## src/hw/rtl/hcw_pkg.sv

```systemverilog
// Shared types and constants for the histogram coverage window block.
package hcw_pkg;

    // Coverage target in basis points
    localparam int                TGT_W        = 14;
    localparam logic [TGT_W-1:0]  TARGET_RESET = 14'd6827;

    // Basis-point scale used in the cross-multiplied coverage tests
    localparam int                BP_W         = 14;
    localparam logic [BP_W-1:0]   BP_SCALE     = 14'd10000;

    // Fixed port field widths
    localparam int                IN_W         = 16;
    localparam int                IDX_OUT_W    = 8;
    localparam int                SUM_OUT_W    = 24;

    // Load side to search side events
    typedef struct packed {
        logic launch;   // last bin beat accepted this cycle
        logic empty;    // running total is zero
    } t_load_evt;

    // Search side status back to the load side and the port
    typedef struct packed {
        logic busy;     // search in progress
        logic clear;    // drop load state for the next histogram
    } t_search_evt;

endpackage

```

## src/hw/rtl/hcw_loader.sv

```systemverilog
// Bin loader: stores bins, keeps the running total, first peak and bin count.
module hcw_loader #(
    parameter  int NUM_BINS = 256,
    parameter  int CW       = 16,
    localparam int IDX_W    = $clog2(NUM_BINS),
    localparam int CNT_W    = $clog2(NUM_BINS + 1),
    localparam int TW       = CW + IDX_W
) (
    input  logic                    i_clk,
    input  logic                    i_rst_n,
    input  logic                    i_accept,
    input  logic [hcw_pkg::IN_W-1:0] i_bin_count,
    input  logic                    i_last_bin,
    input  hcw_pkg::t_search_evt    i_search,
    output logic                    o_we,
    output logic [IDX_W-1:0]        o_waddr,
    output logic [CW-1:0]           o_wdata,
    output logic [TW-1:0]           o_total,
    output logic [CW-1:0]           o_peak_val,
    output logic [IDX_W-1:0]        o_peak_idx,
    output logic [CNT_W-1:0]        o_count,
    output hcw_pkg::t_load_evt      o_evt
);
    import hcw_pkg::*;

    logic [CNT_W-1:0]     r_count;
    logic [TW-1:0]        r_total;
    logic [CW-1:0]        r_peak_val;
    logic [IDX_W-1:0]     r_peak_idx;
    logic [CW+IN_W-1:0]   cnt_ext;
    logic [CW-1:0]        cnt;
    logic                 room;

    // Keep only the configured count bits of the beat
    assign cnt_ext = (CW + IN_W)'(i_bin_count);
    assign cnt     = cnt_ext[CW-1:0];
    assign room    = r_count < CNT_W'(NUM_BINS);

    assign o_we    = i_accept && room;
    assign o_waddr = r_count[IDX_W-1:0];
    assign o_wdata = cnt;

    // Accumulate total and first maximum; drop bins beyond capacity
    always_ff @(posedge i_clk) begin
        if (!i_rst_n || i_search.clear) begin
            r_count    <= '0;
            r_total    <= '0;
            r_peak_val <= '0;
            r_peak_idx <= '0;
        end else if (i_accept && room) begin
            r_count <= r_count + CNT_W'(1);
            r_total <= r_total + TW'(cnt);
            if (cnt > r_peak_val) begin
                r_peak_val <= cnt;
                r_peak_idx <= r_count[IDX_W-1:0];
            end
        end
    end

    assign o_total    = r_total;
    assign o_peak_val = r_peak_val;
    assign o_peak_idx = r_peak_idx;
    assign o_count    = r_count;

    assign o_evt.launch = i_accept && i_last_bin;
    assign o_evt.empty  = (r_total == '0);

endmodule

```

## config.mk

```make
export PLATFORM = sky130hd
export DESIGN_NAME = hcw_loader
export DESIGN_NICKNAME = d
export VERILOG_FILES = /design/src/hw/rtl/hcw_pkg.sv /design/src/hw/rtl/hcw_loader.sv
export SDC_FILE = /design/constraint.sdc
export NUM_CORES = 1
export LEC_CHECK = 0
export ABC_AREA = 1
export BUFFER_PORTS_ARGS = -buffer_cell sky130_fd_sc_hd__buf_2
export CAP_MARGIN = 10
export CELL_PAD_IN_SITES_DETAIL_PLACEMENT = 1
export CELL_PAD_IN_SITES_GLOBAL_PLACEMENT = 2
export CORE_ASPECT_RATIO = 0.6
export CORE_MARGIN = 10
export CORE_UTILIZATION = 25
export DETAILED_ROUTE_END_ITERATION = 10
export PLACE_DENSITY = 0.87
export RECOVER_POWER = 25
export REMOVE_ABC_BUFFERS = 1
export SYNTH_ARGS = -nofsm -noshare
export SYNTH_HDL_FRONTEND = slang
export SYNTH_SLANG_ARGS = --single-unit
```

## constraint.sdc

```tcl
create_clock -name i_clk -period 1.9 [get_ports i_clk]
set_clock_uncertainty 0.2 [all_clocks]
set_input_delay 0.19 -clock i_clk [delete_from_list [all_inputs] [get_ports i_clk]]
set_output_delay 0.19 -clock i_clk [all_outputs]
set_load 0.02 [all_outputs]
```

After elaboration in Yosys (flattened, before gate mapping)
Index checks and enable logic that the tools add are counted.
{"block": "totals", "register_bits": 57, "out_inout_bits": 84, "inputBits": 22, "wordCells": 14}
{"block": "op_classes", "order_cmp": 2, "n_reduce_logical": 6, "add_sub_neg": 2}
{"op": "adder 24 x 16 -> 24 bit", "n": 1}
{"op": "logical NOT 24 bit", "n": 1}
{"op": "> comparator 16 bit", "n": 1}
{"op": "adder 9 x 1 -> 9 bit, second input constant", "n": 1}
{"op": "< comparator 9 bit, second input constant", "n": 1}
{"op": "logical AND 1 bit", "n": 2}
{"op": "AND reduction 2 bit", "n": 1}
{"op": "logical NOT 1 bit", "n": 1}
{"op": "logical OR 1 bit", "n": 1}

Logic depth before layout (Yosys ltp)
{"block": "depth", "word_depth": 3, "ltp_mapped": 13, "mapped_depth_nobuf": 13}

Least setup slack after synthesis
Ideal clock, no wire load.
{"block": "synth_timing", "path_kind": "register -> register", "startpoint": "reg r_peak_val[11], in the netlist o_peak_val[11]", "endpoint": "reg r_peak_val[0], in the netlist o_peak_val[0]", "path_stages_with_launch": 12, "setup_slack_ns": -0.135, "arrival_time_ns": 1.721, "n_path_buf": 2, "period_less_slack_ns": 2.035, "t_required_ns": 1.587, "setup_time_ns": 0.113, "path_cell_list": "dfxtp_1 > inv_1 > ha_1 > nand2_1 > nor2_1 > nand2_1 > nor2_2 > a21oi_1 > buf_2 > buf_6 > a21oi_2 > nor2_1"}
{"block": "synth_between", "elab_chain_cells": 2}
{"item": "start, declared", "line_no": "hcw_loader.sv:28", "text": "logic [CW-1:0] r_peak_val;"}
{"item": "start signal, assigned", "line_no": "hcw_loader.sv:54", "text": "r_peak_val <= cnt;"}
{"item": "> comparator 16 bit", "line_no": "hcw_loader.sv:53", "text": "if (cnt > r_peak_val) begin"}
{"item": "AND reduction 2 bit (no line)"}
Every way passes these cells.
A chain may end at the register's enable or synchronous reset.

==> parameters.txt <==
Parameter                              Value

Run status
  Run status ... finished with violations
  Violated checks ... setup timing

Drt
  Routed length per placed instance ... 18.2 um
  Number of vias after detailed routing ... 5,111
  Number of design-rule violations left by the first detailed-router iteration ... 247
  First-pass DRT Iterations ... 4
  Remaining DRCs ... 0
  Residual antenna-violating net count after detailed routing ... 0
  Final routed wirelength across all metal layers ... 19,800 um
  Post-DR vias/cell ... 4.71

Min path
  Min-delay worst type ... in2reg

Floorplan
  Core Rows ... 36
  Height of the chip ... 121 um
  Initial Utilization ... 25.9%
  Placeable core area ... 16,500 um^2
  Die area ... 22,900 um^2
  Width of the chip ... 189 um
  Total I/O pin count ... 106

Clocking
  H-tree levels ... 3
  Clock insertion delay at the later pin of the skew report ... 0.34 ns
  Number of buffers inserted during clock tree synthesis ... 9
  Cell at the root of the clock tree ... sky130_fd_sc_hd__clkbuf_16
  Clk pin slew, worst setup/hold paths ... 0.07 ns
  Clock tree from TritonCTS ... built
  Clock tree buffer depth ... 2
  Number of clock sinks seen by CTS ... 57

Finish
  Layout overhead on the synthesized area ... 63.3%
  Share of post-route cells with drive strength above 1 ... 42.8%
  Final design utilization ... 42.3%
  Post-Layout Cell Count ... 1,086
  Final Net Count ... 909
  Sequential standard cell area ... 1170 um^2
  Number of diodes added for antenna fixing ... 0
  Area of combinational cells with multiple inputs ... 3170 um^2
  Fill cell total of the finished layout ... 2,119

Global route
  Global-route usage over all layers ... 16.3%
  Global-route wire length before repair ... 29,500 um
  GRT overflow ... 0
  Maximum number of pins on one net before global-route repair ... 39
  Initial antenna violation count ... 0
  Number of global-route vias before repair ... 5,209

Power and ir drop
  Switching Power ... 1.56 mW
  Power share of the clock group ... 39.7%
  Switching part of the total power ... 33.6%
  Static Leak ... 3.41 nW
  Cell-internal power ... 3.09 mW
  Combinational fraction of design power ... 32.8%
  Pwr Density ... 667 nW/um^2
  IR drop worst, VDD ... 0.362 mV
  Sequential cell fraction of total power ... 27.5%
  Total Power Consumption ... 4.65 mW

Synthesis
  Post-Synthesis Cells ... 674
  Yosys reg bits ... 57
  Adder and majority gate portion of the synthesized area ... 10.1%
  Mux contribution to synthesized area ... 0%
  Warning count from the yosys run ... 0
  Share of synthesized cell area in and, or, nand and nor gates ... 32.6%
  Unique masters post-synth ... 31
  Share of the synthesized netlist area taken by xor and xnor gates ... 1.44%
  Mapped Area ... 4270 um^2
  Sequential fraction of the synthesis area ... 26.7%
  Share of the synthesized area in compound gates (AO/OA/AOI/OAI) ... 12.4%
  Largest family of logic cells by synthesized area ... simple AND/OR/NAND/NOR gates
  Mean instance size in the synthesized netlist ... 6.34 um^2

Worst setup path
  Max FO, Critical Path ... 2
  Slowest stage delay, CP ... 0.34 ns
  Critical setup path kind ... reg2out
  Critical path's most frequent cell ... sky130_fd_sc_hd__buf_4
  Critical Path Sink Type ... output port
  Worst path slowest cell ... sky130_fd_sc_hd__dfxtp_2
  Crit path launch type ... register
  Worst EP required ... 1.51 ns
  Crit path cell chain ... buf_6 -> nor4_4 -> buf_4 -> nand4_1 -> nor3_2 -> buf_4
  Worst path arrival time ... 1.81 ns

Placed design
  Total of buffers placed on input and output ports ... 104
  Total instance count after detailed placement ... 1,048
  DP HPWL ... 13,200 um
  Global placement routability congestion ... 0.892

Timing
  Hold WS ... 0.0459 ns
  Max-slew headroom at the worst pin ... 66.8%
  Ratio of final minimum period to clock period ... 116%
  Max Transition Viols Final ... 0
  Unrepaired setup endpoints after global routing ... yes
  Pin slew with the least headroom to its limit ... 0.493 ns
  Final setup viols ... 33
  Sum of negative setup slack ... -5.88 ns
  Final critical delay including setup and external delays ... 2.20 ns
  Final worst setup slack ... -0.301 ns
  Final hold viol count ... 0
  Max frequency ... 0.454 GHz

Job
  Maxcap violations ... 0
[logic make-up (layout without fill, tap and decap cells)]
kind of cell,count (synthesis),after routing
AO/OA/AOI/OAI,87,87
XOR/XNOR,7,7
buffers and inverters,154,338
flip-flops,57,57
adder cells (fa/ha/maj),34,34
AND/OR/NAND/NOR,335,335
[per-layer routing]
layer	vias up	share of wire, %	global-route usage, %	wire, um
li1	2478	-	-	-
met3	20	6.2	4.28	1220
met2	138	43	24.7	8450
met4	0	1.0	2.42	207
met5	-	0	0	0
met1	2475	50	22.9	9890
[flip-flops by register name, indices dropped and copies added, names as in the netlist]
register / flops
o_peak_idx: 8
o_count: 9
o_peak_val: 16
o_total: 24
[layout by cell type (no fill, tap or decap), types with 6 or more instances in the layout]
master / n
sky130_fd_sc_hd__a21oi_1: 26
sky130_fd_sc_hd__a21oi_2: 26
sky130_fd_sc_hd__buf_12: 10
sky130_fd_sc_hd__buf_16: 6
sky130_fd_sc_hd__buf_2: 79
sky130_fd_sc_hd__buf_4: 84
sky130_fd_sc_hd__buf_6: 7
sky130_fd_sc_hd__clkbuf_1: 24
sky130_fd_sc_hd__clkbuf_16: 11
sky130_fd_sc_hd__dfxtp_1: 37
sky130_fd_sc_hd__dfxtp_2: 20
sky130_fd_sc_hd__ha_1: 9
sky130_fd_sc_hd__ha_4: 22
sky130_fd_sc_hd__inv_1: 98
sky130_fd_sc_hd__inv_2: 11
sky130_fd_sc_hd__nand2_1: 134
sky130_fd_sc_hd__nand2_2: 23
sky130_fd_sc_hd__nand3_1: 33
sky130_fd_sc_hd__nand3_2: 19
sky130_fd_sc_hd__nand3_4: 8
sky130_fd_sc_hd__nand4_1: 7
sky130_fd_sc_hd__nor2_1: 75
sky130_fd_sc_hd__nor2_2: 7
sky130_fd_sc_hd__nor2_4: 6
sky130_fd_sc_hd__nor3_1: 8
sky130_fd_sc_hd__o21ai_0: 13
sky130_fd_sc_hd__o21ai_1: 9
[critical path: cells and delay by family, from the launching register on]
kind | cells | cell delay [ns]
buf+inv | 3 | 0.47
flops | 1 | 0.34
simple gates | 3 | 0.65
[per-stage QoR]
stage / worst slack, ns / cell area (um^2)
after global routing: -0.373 / 6980
after global placement: -0.166 / 5500
after floorplan: -2.25 / 3970
after detailed placement: -0.201 / 5500
final: -0.301 / 6980
after CTS: -0.332 / 6650
[power groups by stage]
| stage | logic [mW] | registers, mW | clock network, mW |
|---|---|---|---|
| 3_5_place_dp | 1.06 | 1.29 | 0 |
| 5_1_grt | 1.65 | 1.28 | 1.95 |
| 3_3_place_gp | 1.03 | 1.29 | 0 |
| 2_1_floorplan | 0.480 | 1.36 | 0 |
| 4_1_cts | 1.41 | 1.27 | 1.87 |
| 6_report | 1.53 | 1.28 | 1.85 |
[synth_stat cells]
| master | count | share of area (%) |
|---|---|---|
| sky130_fd_sc_hd__a21oi_2 | 20 | 4.1 |
| sky130_fd_sc_hd__buf_6 | 5 | 1.3 |
| sky130_fd_sc_hd__nand2_1 | 162 | 14 |
| sky130_fd_sc_hd__a21boi_1 | 1 | 0.18 |
| sky130_fd_sc_hd__o21ai_0 | 17 | 2.0 |
| sky130_fd_sc_hd__nand3_1 | 59 | 6.9 |
| sky130_fd_sc_hd__a21oi_1 | 37 | 4.3 |
| sky130_fd_sc_hd__and2_1 | 2 | 0.29 |
| sky130_fd_sc_hd__xnor2_1 | 3 | 0.62 |
| sky130_fd_sc_hd__nand3_2 | 1 | 0.23 |
| sky130_fd_sc_hd__clkinv_1 | 1 | 0.088 |
| sky130_fd_sc_hd__nor4_1 | 5 | 0.73 |
| sky130_fd_sc_hd__a31oi_1 | 1 | 0.15 |
| sky130_fd_sc_hd__nor2_1 | 86 | 7.6 |
| sky130_fd_sc_hd__inv_1 | 109 | 9.6 |
| sky130_fd_sc_hd__nor3_1 | 10 | 1.2 |
| sky130_fd_sc_hd__and3_1 | 1 | 0.15 |
| sky130_fd_sc_hd__o21ai_1 | 5 | 0.59 |
| sky130_fd_sc_hd__buf_4 | 24 | 4.2 |
| sky130_fd_sc_hd__nand4_1 | 7 | 1.0 |
| sky130_fd_sc_hd__fa_1 | 1 | 0.47 |
| sky130_fd_sc_hd__xor2_1 | 4 | 0.82 |
| sky130_fd_sc_hd__clkbuf_1 | 8 | 0.70 |
| sky130_fd_sc_hd__ha_1 | 33 | 9.7 |
| sky130_fd_sc_hd__o21a_1 | 1 | 0.18 |
| sky130_fd_sc_hd__dfxtp_1 | 57 | 27 |
| sky130_fd_sc_hd__o211ai_1 | 2 | 0.35 |
| sky130_fd_sc_hd__buf_2 | 7 | 0.82 |
| sky130_fd_sc_hd__nor2_2 | 2 | 0.29 |
| sky130_fd_sc_hd__o21bai_1 | 2 | 0.35 |
| sky130_fd_sc_hd__o31ai_1 | 1 | 0.18 |
[repair_timing]
| action | 4_1_cts | 5_1_grt |
|---|---|---|
| buffers inserted | 10 | 4 |
| hold buffers | 0 | 0 |
| cloned | 7 | 2 |
| pin swaps | 33 | 23 |
| setup endpoints to repair | 42 | 48 |
| gates resized for setup | 117 | 68 |
[area by class of cell]
cell class	count	share of cell area (%)
clock inverter	7	1.47
sequential	57	16.7
inverter	110	5.92
clock buffer	9	3.23
multi-input combinational	463	45.5
timing repair buffer	212	23.1
tap	228	4.09
[final timing paths]
| check | end | from | cells after the start | slack [ns] |
|---|---|---|---|---|
| max | o_evt[0] | o_total[8] | 6 | -0.30 |
| min | o_peak_val[10] | i_bin_count[10] | 5 | 0.05 |
| max reg2reg | o_peak_val[8] | o_peak_val[11] | 14 | -0.28 |
| min reg2reg | o_peak_idx[7] | o_peak_idx[7] | 2 | 0.29 |
(Power assumes the default switching activity.)
