`src/hw/rtl/hcw_pkg.sv`:
```
// Shared types and constants for the histogram coverage window block.
package hcw_pkg;

    // Coverage target in basis points
    localparam int                TGT_W        = 14;
    localparam logic [TGT_W-1:0]  TARGET_RESET = 14'd6827;

    // Basis-point scale used in the cross-multiplied coverage tests
    localparam int                BP_W         = 14;
    localparam logic [BP_W-1:0]   BP_SCALE     = 14'd10000;

    // Fixed port field widths
    localparam int                IN_W         = 16;
    localparam int                IDX_OUT_W    = 8;
    localparam int                SUM_OUT_W    = 24;

    // Load side to search side events
    typedef struct packed {
        logic launch;   // last bin beat accepted this cycle
        logic empty;    // running total is zero
    } t_load_evt;

    // Search side status back to the load side and the port
    typedef struct packed {
        logic busy;     // search in progress
        logic clear;    // drop load state for the next histogram
    } t_search_evt;

endpackage

```
`src/hw/rtl/hcw_search.sv`:
```
// Window search: grows the window from the peak over the bin memory, emits the result.
module hcw_search #(
    parameter  int NUM_BINS = 256,
    parameter  int CW       = 16,
    localparam int IDX_W    = $clog2(NUM_BINS),
    localparam int CNT_W    = $clog2(NUM_BINS + 1),
    localparam int TW       = CW + IDX_W,
    localparam int SW       = TW + hcw_pkg::BP_W,
    localparam int XW       = CW + hcw_pkg::BP_W
) (
    input  logic                          i_clk,
    input  logic                          i_rst_n,
    input  hcw_pkg::t_load_evt            i_load,
    input  logic [TW-1:0]                 i_total,
    input  logic [CW-1:0]                 i_peak_val,
    input  logic [IDX_W-1:0]              i_peak_idx,
    input  logic [CNT_W-1:0]              i_count,
    input  logic [hcw_pkg::TGT_W-1:0]     i_target,
    output logic [IDX_W-1:0]              o_raddr,
    input  logic [CW-1:0]                 i_rdata,
    output hcw_pkg::t_search_evt          o_ctl,
    output logic                          o_valid,
    output logic [hcw_pkg::IDX_OUT_W-1:0] o_left_bin,
    output logic [hcw_pkg::IDX_OUT_W-1:0] o_right_bin,
    output logic [hcw_pkg::SUM_OUT_W-1:0] o_window_sum,
    output logic [hcw_pkg::SUM_OUT_W-1:0] o_total_sum,
    output logic                          o_empty_histogram
);
    import hcw_pkg::*;

    typedef enum logic [2:0] {
        S_IDLE,
        S_GOAL,
        S_GAP,
        S_READ,
        S_SCALE,
        S_EVAL
    } t_state;

    t_state                r_state;
    logic [IDX_W-1:0]      r_left;
    logic [IDX_W-1:0]      r_right;
    logic [TW-1:0]         r_win;
    logic [SW-1:0]         r_goal;
    logic [SW-1:0]         r_peak_sc;
    logic signed [SW:0]    r_gap;
    logic [CW-1:0]         r_lval;
    logic [CW-1:0]         r_rval;
    logic [XW-1:0]         r_lsc;
    logic [XW-1:0]         r_rsc;
    logic                  r_side;     // 0: left neighbor, 1: right neighbor
    logic                  r_init;     // fetching both neighbors of the peak
    logic                  r_valid;
    logic [IDX_OUT_W-1:0]  r_out_left;
    logic [IDX_OUT_W-1:0]  r_out_right;
    logic [SUM_OUT_W-1:0]  r_out_win;
    logic [SUM_OUT_W-1:0]  r_out_total;
    logic                  r_out_empty;

    logic [SW-1:0]         goal_prod;
    logic [SW-1:0]         peak_prod;
    logic [XW-1:0]         rd_prod;
    logic                  can_l;
    logic                  can_r;
    logic                  can_r2;
    logic                  go_left;
    logic [XW-1:0]         sel_sc;
    logic [CW-1:0]         sel_val;
    logic                  take;
    logic                  stop;
    logic                  finish;
    logic [IDX_W-1:0]      fin_left;
    logic [IDX_W-1:0]      fin_right;
    logic [TW-1:0]         fin_win;
    logic [IDX_W+IDX_OUT_W-1:0] left_ext;
    logic [IDX_W+IDX_OUT_W-1:0] right_ext;
    logic [TW+SUM_OUT_W-1:0]    win_ext;
    logic [TW+SUM_OUT_W-1:0]    total_ext;

    // Scale products, each registered before use
    assign goal_prod = SW'(i_target) * SW'(i_total);
    assign peak_prod = SW'(i_peak_val) * SW'(BP_SCALE);
    assign rd_prod   = XW'(i_rdata) * XW'(BP_SCALE);

    // Neighbor availability and growth decision
    always_comb begin
        can_l   = (r_left != '0);
        can_r   = (CNT_W'(r_right) + CNT_W'(1)) < i_count;
        can_r2  = (CNT_W'(r_right) + CNT_W'(2)) < i_count;
        go_left = (can_l && can_r) ? (r_lval > r_rval) : can_l;
        sel_sc  = go_left ? r_lsc : r_rsc;
        sel_val = go_left ? r_lval : r_rval;
        // closer to the goal iff 0 < step < 2 * gap, gap known positive here
        take    = (sel_sc != '0) && ((SW + 1)'(sel_sc) < {r_gap[SW-1:0], 1'b0});
        stop    = (r_gap <= 0) || (!can_l && !can_r) || !take;
        finish  = ((r_state == S_GOAL) && i_load.empty) || ((r_state == S_EVAL) && stop);
    end

    // Read the neighbor on the fetch side
    assign o_raddr = r_side ? (r_right + IDX_W'(1)) : (r_left - IDX_W'(1));

    // Result fields, empty histogram reports bin 0 alone
    always_comb begin
        fin_left  = (r_state == S_GOAL) ? '0 : r_left;
        fin_right = (r_state == S_GOAL) ? '0 : r_right;
        fin_win   = (r_state == S_GOAL) ? '0 : r_win;
        left_ext  = (IDX_W + IDX_OUT_W)'(fin_left);
        right_ext = (IDX_W + IDX_OUT_W)'(fin_right);
        win_ext   = (TW + SUM_OUT_W)'(fin_win);
        total_ext = (TW + SUM_OUT_W)'(i_total);
    end

    // Search sequencer and registered result
    always_ff @(posedge i_clk) begin
        if (!i_rst_n) begin
            r_state <= S_IDLE;
            r_valid <= 1'b0;
            r_side  <= 1'b0;
            r_init  <= 1'b0;
        end else begin
            r_valid <= finish;
            if (finish) begin
                r_out_left  <= left_ext[IDX_OUT_W-1:0];
                r_out_right <= right_ext[IDX_OUT_W-1:0];
                r_out_win   <= win_ext[SUM_OUT_W-1:0];
                r_out_total <= total_ext[SUM_OUT_W-1:0];
                r_out_empty <= (r_state == S_GOAL);
            end
            unique case (r_state)
                S_IDLE: begin
                    if (i_load.launch) begin
                        r_state <= S_GOAL;
                    end
                end
                S_GOAL: begin
                    r_goal    <= goal_prod;
                    r_peak_sc <= peak_prod;
                    r_win     <= TW'(i_peak_val);
                    r_left    <= i_peak_idx;
                    r_right   <= i_peak_idx;
                    r_state   <= i_load.empty ? S_IDLE : S_GAP;
                end
                S_GAP: begin
                    r_gap <= $signed({1'b0, r_goal}) - $signed({1'b0, r_peak_sc});
                    if (can_l) begin
                        r_side  <= 1'b0;
                        r_init  <= 1'b1;
                        r_state <= S_READ;
                    end else if (can_r) begin
                        r_side  <= 1'b1;
                        r_init  <= 1'b0;
                        r_state <= S_READ;
                    end else begin
                        r_state <= S_EVAL;
                    end
                end
                S_READ: begin
                    r_state <= S_SCALE;
                end
                S_SCALE: begin
                    if (r_side) begin
                        r_rval <= i_rdata;
                        r_rsc  <= rd_prod;
                    end else begin
                        r_lval <= i_rdata;
                        r_lsc  <= rd_prod;
                    end
                    r_init <= 1'b0;
                    if (r_init && can_r) begin
                        r_side  <= 1'b1;
                        r_state <= S_READ;
                    end else begin
                        r_state <= S_EVAL;
                    end
                end
                S_EVAL: begin
                    if (stop) begin
                        r_state <= S_IDLE;
                    end else begin
                        // take the step, then refill that side if it has a bin left
                        r_win <= r_win + TW'(sel_val);
                        r_gap <= r_gap - $signed((SW + 1)'(sel_sc));
                        if (go_left) begin
                            r_left  <= r_left - IDX_W'(1);
                            r_side  <= 1'b0;
                            r_state <= (r_left != IDX_W'(1)) ? S_READ : S_EVAL;
                        end else begin
                            r_right <= r_right + IDX_W'(1);
                            r_side  <= 1'b1;
                            r_state <= can_r2 ? S_READ : S_EVAL;
                        end
                    end
                end
                default: begin
                    r_state <= S_IDLE;
                end
            endcase
        end
    end

    assign o_ctl.busy        = (r_state != S_IDLE);
    assign o_ctl.clear       = finish;
    assign o_valid           = r_valid;
    assign o_left_bin        = r_out_left;
    assign o_right_bin       = r_out_right;
    assign o_window_sum      = r_out_win;
    assign o_total_sum       = r_out_total;
    assign o_empty_histogram = r_out_empty;

endmodule

```
`config.mk`:
```
export PLATFORM = sky130hd
export DESIGN_NAME = hcw_search
export DESIGN_NICKNAME = d
export VERILOG_FILES = /design/src/hw/rtl/hcw_pkg.sv /design/src/hw/rtl/hcw_search.sv
export SDC_FILE = /design/constraint.sdc
export NUM_CORES = 2
export LEC_CHECK = 0
export BUFFER_PORTS_ARGS = -buffer_cell sky130_fd_sc_hd__buf_2
export CELL_PAD_IN_SITES_DETAIL_PLACEMENT = 1
export CELL_PAD_IN_SITES_GLOBAL_PLACEMENT = 1
export CORE_MARGIN = 2
export CORE_UTILIZATION = 35
export DETAILED_ROUTE_END_ITERATION = 8
export GPL_ROUTABILITY_DRIVEN = 0
export HOLD_SLACK_MARGIN = 0.05
export PLACE_DENSITY = 0.68
export RECOVER_POWER = 50
export SETUP_SLACK_MARGIN = 0.02
export SYNTH_ARGS = -nofsm -noshare
export SYNTH_HDL_FRONTEND = slang
export SYNTH_SLANG_ARGS = --single-unit
```
`constraint.sdc`:
```
create_clock -name i_clk -period 9.9 [get_ports i_clk]
set_input_delay 0.495 -clock i_clk [delete_from_list [all_inputs] [get_ports i_clk]]
set_output_delay 0.495 -clock i_clk [all_outputs]
set_load 0.005 [all_outputs]
```
# Word-level counts from Yosys, hierarchy flattened
# Cells that the tools add are included.
dict set report totals {
  n_memories 0
  latch_bits 0
  inputBits 91
  wordCells 110
  out_inout_bits 76
  register_bits 298
  rom_bits 0
  mem_bits_rw 0
}
dict set report classes {
  bitwise_logic 1
  mul 3
  magnitude_cmp 5
  reduce_logical 30
  mux 33
  shifts 0
  add_sub_neg 7
  n_eq_ne 12
  n_div 0
}
# op count
set op_table {}
lappend op_table {{case mux 39 bit (2 select lines)} 1}
lappend op_table {{multiplier 16 x 10 -> 26 bit, second input constant} 2}
lappend op_table {{case mux 24 bit (2 select lines)} 1}
lappend op_table {{two-way mux 8 bit} 5}
lappend op_table {{<= comparator 39 x 1 -> 1 bit, second input constant} 1}
lappend op_table {{less-than comparator 30 x 39 -> 1 bit} 1}
lappend op_table {{two-way mux 39 bit} 1}
lappend op_table {{subtractor 38 x 30 -> 39 bit} 1}
lappend op_table {{subtractor 39 x 31 -> 39 bit} 1}
lappend op_table {{multiplier 14 x 24 -> 38 bit} 1}
lappend op_table {{case mux 8 bit (2 select lines)} 2}
lappend op_table {{two-way mux 30 bit} 1}
lappend op_table {{nonzero test 30 bit} 1}
lappend op_table {{adder 24 x 16 -> 24 bit} 1}
lappend op_table {{two-way mux 24 bit} 1}
lappend op_table {{two-way mux 3 bit} 8}
lappend op_table {{less-than comparator 9 bit} 2}
lappend op_table {{case mux 3 bit (6 select lines)} 1}
lappend op_table {{greater-than comparator 16 bit} 1}
lappend op_table {{two-way mux 16 bit} 1}
lappend op_table {{AND reduction 3 bit} 4}
lappend op_table {{AND reduction 4 bit} 3}
lappend op_table {{!= test 2 bit, second input constant} 5}
lappend op_table {{adder 8 x 1 -> 9 bit, second input constant} 1}
lappend op_table {{21 further kinds} 44}

# Logic depth before layout (Yosys ltp)
dict set report logic_depth {
  depth_word 12
  ltp_mapped 30
  ltp_nobuf 27
}

# Least setup slack after synthesis
# No wires, ideal clock.
dict set report synth_path {
  path_type {register to register}
  start {register r_right[3]}
  end {register r_gap[10], enable pin}
  required_ns 9.469
  t_arrival_ns 6.750
  n_path_buf 4
  stages_incl_launch_ff 29
  period_less_slack_ns 7.181
  setup_ns 0.431
  path_slack_ns 2.719
  path_cell_list {edfxtp_1 -> clkbuf_1 -> and4_1 -> nand2_1 -> xor2_1 -> inv_1 -> ha_1 -> o21a_1 -> o21a_1 -> o31a_1 -> a311oi_2 -> o21a_1 -> or2_2 -> clkbuf_1 -> buf_4 -> buf_4 -> mux2i_1 -> inv_1 -> ha_1 -> a21o_1 -> a21o_1 -> a221oi_2 -> a21oi_1 -> o41ai_2 -> a211oi_1 -> o21a_1 -> nor4_4 -> a21oi_1 -> nor2b_1}
}
dict set report synth_via {
  elab_chain_cells 11
  word_cells_on_any_way 15
  cone_classes {add/sub (1); order compare (2); eq/ne (1); mux (2); reduce/logical (9)}
}
# element line_no
set synth_rtl {}
lappend synth_rtl {{start: declaration} hcw_search.sv:42} ;# logic [IDX_W-1:0] r_right;
lappend synth_rtl {{start signal: assignment} hcw_search.sv:140} ;# r_right <= i_peak_idx;
lappend synth_rtl {{start signal: assignment} hcw_search.sv:188} ;# r_right <= r_right + IDX_W'(1);
lappend synth_rtl {{adder 8 x 1 -> 9 bit *} hcw_search.sv:88} ;# can_r = (CNT_W'(r_right) + CNT_W'(1)) < i_count;
lappend synth_rtl {{less-than comparator 9 bit *} hcw_search.sv:88}
lappend synth_rtl {{logical AND 1 bit} hcw_search.sv:90} ;# go_left = (can_l && can_r) ? (r_lval > r_rval) : can_l;
lappend synth_rtl {{two-way mux 1 bit} hcw_search.sv:90}
lappend synth_rtl {{two-way mux 30 bit} hcw_search.sv:91} ;# sel_sc = go_left ? r_lsc : r_rsc;
lappend synth_rtl {{less-than comparator 30 x 39 -> 1 bit or nonzero test 30 bit (tied branches)} hcw_search.sv:94} ;# take = (sel_sc != '0) && ((SW + 1)'(sel_sc) < {r_gap[SW-1:0], 1'b0});
lappend synth_rtl {{logical AND 1 bit} hcw_search.sv:94}
lappend synth_rtl {{zero test 1 bit} hcw_search.sv:95} ;# stop = (r_gap <= 0) || (!can_l && !can_r) || !take;
lappend synth_rtl {{logical OR 1 bit *} hcw_search.sv:95}
lappend synth_rtl {{!= test 2 bit (no line) *} n/a}
lappend synth_rtl {{AND reduction 3 bit (no line) *} n/a}
lappend synth_rtl {{end signal: assignment} hcw_search.sv:144} ;# r_gap <= $signed({1'b0, r_goal}) - $signed({1'b0, r_peak_sc});
lappend synth_rtl {{end signal: assignment} hcw_search.sv:182} ;# r_gap <= r_gap - $signed((SW + 1)'(sel_sc));
lappend synth_rtl {{end: declaration} hcw_search.sv:46} ;# logic signed [SW:0] r_gap;
# Every way passes the cells marked *; elsewhere a longest branch is shown, timed or not.
# A chain may end at the register's enable or synchronous reset.

# Worst setup path after layout
dict set report layout_path {
  start {register r_right[0]}
  end {register r_gap[30], enable pin}
}
# Same word-level chain as after synthesis.

==> metrics.md <==
| Metric | Value |
|---|---|
| Avg Inst Size Synth | 10.1 sq um |
| Switch share | between 40% and 50% |
| Number of core rows | between 100 and 150 |
| Final Cell Area | approximately 0.034 sq mm |
| Min-Delay Path Class | input port to register |
| Seq/Total Area, Yosys | 27.7% |
| Net Switching | ~0.0048 W |
| CP peak stage delay | roughly 0.9 ns |
| Failing checks | capacitance limit, slew limit |
| CTS tree | done |
| Unrepaired setup endpoints after global routing | no |
| Clock Tree Buf Depth | 3 |
| Final worst path period share | 76.7% |
| Max-slew violation count | roughly 320 |
| CTS clk-pin slew, worst paths | 0.07 ns |
| Syn nets | 3892 |
| Maximum clock rate | 132 MHz |
| Drt total wl | 85600 um |
| FILL cells | about 10000 |
| DRT Pass-1 Iters | 5 |
| Worst setup slack after layout | 2.31 ns |
| Antenna Cells | 0 |
| CP Buf/Inv Count | 2 |
| Internal power | just under 0.006 W |
| GR Overflow Total | 0 |
| Vert. Die Dim | between 300 and 400 um |
| Synth area leader | edfxtp_1 |
| Asr flop ratio synth | 0% |
| CTS resizes | 0 |
| Number of global-route vias before repair | approximately 24000 |
| Die area | around 0.09 sq mm |
| Most used cell along the critical path | o21a_1 |
| CP Cell Sequence | ha_1 > nand2_1 > xor2_1 > inv_1 > ha_1 > o21a_1 > o21a_1 > o31a_1 > a311oi_2 > o21a_1 > or2_2 > mux2i_1 > inv_1 > ha_1 > a21o_1 > a21o_1 > a221oi_2 > a21oi_1 > o41ai_2 > a211oi_1 > o21a_1 > nor4_4 > a21oi_1 > nor2b_4 |
| Crit path launch type | register |
| Top delay family on crit path | compound AO/OA/AOI/OAI gates |
| Post-Syn Instances | slightly above 3000 |
| Post-synthesis cell type count | 75 |
| DRC violations left | 0 |
| Nets | ~4000 |
| Cell area after synthesis | ~0.031 sq mm |
| Outcome | finished, violations left |
| Power share of the clock group | between 10 and 15% |
| DR WL/cell | ~19 um |
| Initial DRC count | roughly 1000 |
| Reg power frac | roughly 18% |
| Max-slew headroom | -170% |
| CTS Hold Bufs | 0 |
| Mean number of vias per cell | just over 5 |
| Chip width | between 300 and 400 um |
| Minimum period implied by the final worst setup slack | about 7.6 ns |
| Main area contributors after synthesis | edfxtp_1 (27%), fa_1 (21%), ha_1 (15%) |
| Crit-path slowest cell | nor2b_4 |
| Crit path required time | 10.07 ns |
| Post-DP Area | ~0.033 sq mm |
| Endpoints failing hold | 0 |
| I/O Buffers | about 170 |
| Initial Util | between 30% and 40% |
| Via count | 22500 |
| Skew final | 0.0187 ns |
| CTS buffer count | 38 |
| Worst setup EP type | register |
| Initial antenna violation count | 1 |
| Layout cells sized above 1 | approximately 5.3% |
| Final Util | 38.9% |
| Post-CTS setup buffer count | 0 |
| Share of the synthesized area in the top cell type | 27.3% |
| Logic pwr share | roughly 68% |
| TNS Setup | 0 ns |
| Crit path max fanout | 35 |
| First-pass GRT wire length | between 100000 and 150000 um |
| Final Setup Violations | 0 |
| Largest net degree at the start of global routing | 79 |
| PwrDens | a little over 300 mW/mm^2 |
| Peak supply drop | between 0.3 and 0.4 mV |
| Tot Pwr | approximately 0.011 W |
| Clock Latency Late Sink | between 0.5 and 0.6 ns |
| Slew @ Worst Pin | ~4 ns |
| Reg2reg setup slack | about 2.3 ns |
| Post-synth EDFFs | between 200 and 300 |
| Layout area overhead | 10.3% |
| # IOs | approximately 170 |
| CTS Sinks | 290 |
| Root buf cell | clkbuf_16 |
| Ys flop type | edfxtp_1 |
| H-Tree Depth | 2 |
| CP arrival | approximately 7.8 ns |
| Synth warn | 0 |
| GRT Overall Usage | 19.1% |
| Max-cap violation count | 6 |
| Final ANT Viol Nets | 0 |
| Static leakage | ~16 nW |
| HPWL Detailed | 66600 um |
| Critical path class | register to register |
| Synth Register Bits | 290 |
| Core ar. | about 0.09 sq mm |
| Place WS | ~2.3 ns |
[cells in the final DEF, fill, tap and decap left out, types with 27 or more instances in the layout]
| master | Yosys | final |
|---|---|---|
| inv_1 | 492 | 492 |
| ha_1 | 372 | 372 |
| fa_1 | 334 | 334 |
| nand2_1 | 315 | 315 |
| edfxtp_1 | 284 | 284 |
| and2_1 | 156 | 148 |
| a21oi_1 | 130 | 130 |
| nor2_1 | 121 | 118 |
| xnor2_1 | 110 | 110 |
| o21ai_0 | 106 | 106 |
| clkbuf_1 | 81 | 102 |
| buf_2 | 0 | 71 |
| a21o_1 | 66 | 66 |
| nor2b_1 | 55 | 54 |
| xor2_1 | 50 | 50 |
| nor3_1 | 47 | 47 |
| mux2i_1 | 41 | 41 |
| nand3_1 | 38 | 38 |
| clkbuf_16 | 0 | 38 |
| o21a_1 | 34 | 34 |
| nor4_1 | 27 | 27 |
[cell type report]
cell class | count | area, sq um | share of cell area (%)
Multi-Input combinational cell | 2226 | 20400 | 59.2
Sequential cell | 290 | 8650 | 25.1
Inverter | 493 | 1850 | 5.38
Tap cell | 1165 | 1460 | 4.24
Clock buffer | 40 | 958 | 2.79
Timing Repair Buffer | 173 | 743 | 2.16
Clock inverter | 28 | 367 | 1.07
[worst reg2reg max path, delay by kind of cell, from the launching register on]
kind / cells / cell delay, ns
adders and majority gates: 3 / 0.88
xor gates and xnor gates: 1 / 0.22
DFF: 1 / 0.52
AOI/OAI and AO/OA: 13 / 2.92
buffers and inverters: 2 / 0.14
and+or+nand+nor: 4 / 2.12
muxes: 1 / 0.37
[layer usage]
metal | vias to the layer above | global-route usage, % | wire length (um)
met2 | 466 | 32.7 | 41100
met4 | 2 | 4.08 | 1620
met5 | - | 0 | 13
met1 | 11300 | 25.8 | 39100
met3 | 87 | 2.37 | 3690
li1 | 10600 | - | -
[metrics by stage]
step,instances,hold WS (ns)
3_5_place_dp,4347,0.490
5_1_grt,4415,0.264
6_report,4415,0.246
2_1_floorplan,3095,0.461
4_1_cts,4415,0.191
3_3_place_gp,4347,0.479
[synthesized netlist by cell type, types with 20 or more instances]
master	count
nand2b_1	20
and2_1	156
mux2i_1	41
nand2_1	315
ha_1	372
xnor2_1	110
nor3_1	47
a21oi_1	130
o21ai_0	106
o21a_1	34
inv_1	492
nor4_1	27
clkbuf_1	81
nor2b_1	55
fa_1	334
nor2_1	121
nand3_1	38
a21o_1	66
xor2_1	50
edfxtp_1	284
[logic make-up (layout without fill, tap and decap cells)]
kind of cell	after synthesis	after routing	synth area share [%]
AOI/OAI and AO/OA	455	455	9.35
xor gates and xnor gates	160	160	4.49
adders and majority gates	706	706	36.4
buffers and inverters	579	734	7.02
DFF	290	290	27.7
muxes	41	41	1.32
and+or+nand+nor	864	864	13.7
[registers in the layout, summed over array words and instances (netlist names), 3 cells and up]
signal	flops
r_lsc	22
r_win	24
o_right_bin	8
o_left_bin	8
r_left	8
r_lval	16
r_state	3
o_total_sum	24
r_rsc	22
r_goal	38
r_rval	16
r_right	8
r_peak_sc	26
r_gap	39
o_window_sum	24
[power groups by stage]
| stage | registers [W] | logic, W | clock network [W] |
|---|---|---|---|
| global route | 0.00197 | 0.00821 | 0.00155 |
| CTS | 0.00196 | 0.00729 | 0.00152 |
| detailed placement | 0.00198 | 0.00719 | 0 |
| finish | 0.00196 | 0.00719 | 0.00148 |
| floorplan | 0.00195 | 0.00544 | 0 |
| global placement | 0.00198 | 0.00703 | 0 |
[path summary, 6_finish.rpt]
check,start,endpoint,cells after the start
max,r_right[0],r_gap[30],24
min,i_peak_idx[1],r_right[1],3
max reg2reg,r_right[0],r_gap[30],24
min reg2reg,r_init,r_init,2
No activity file was read; power rests on OpenSTA's default activity.
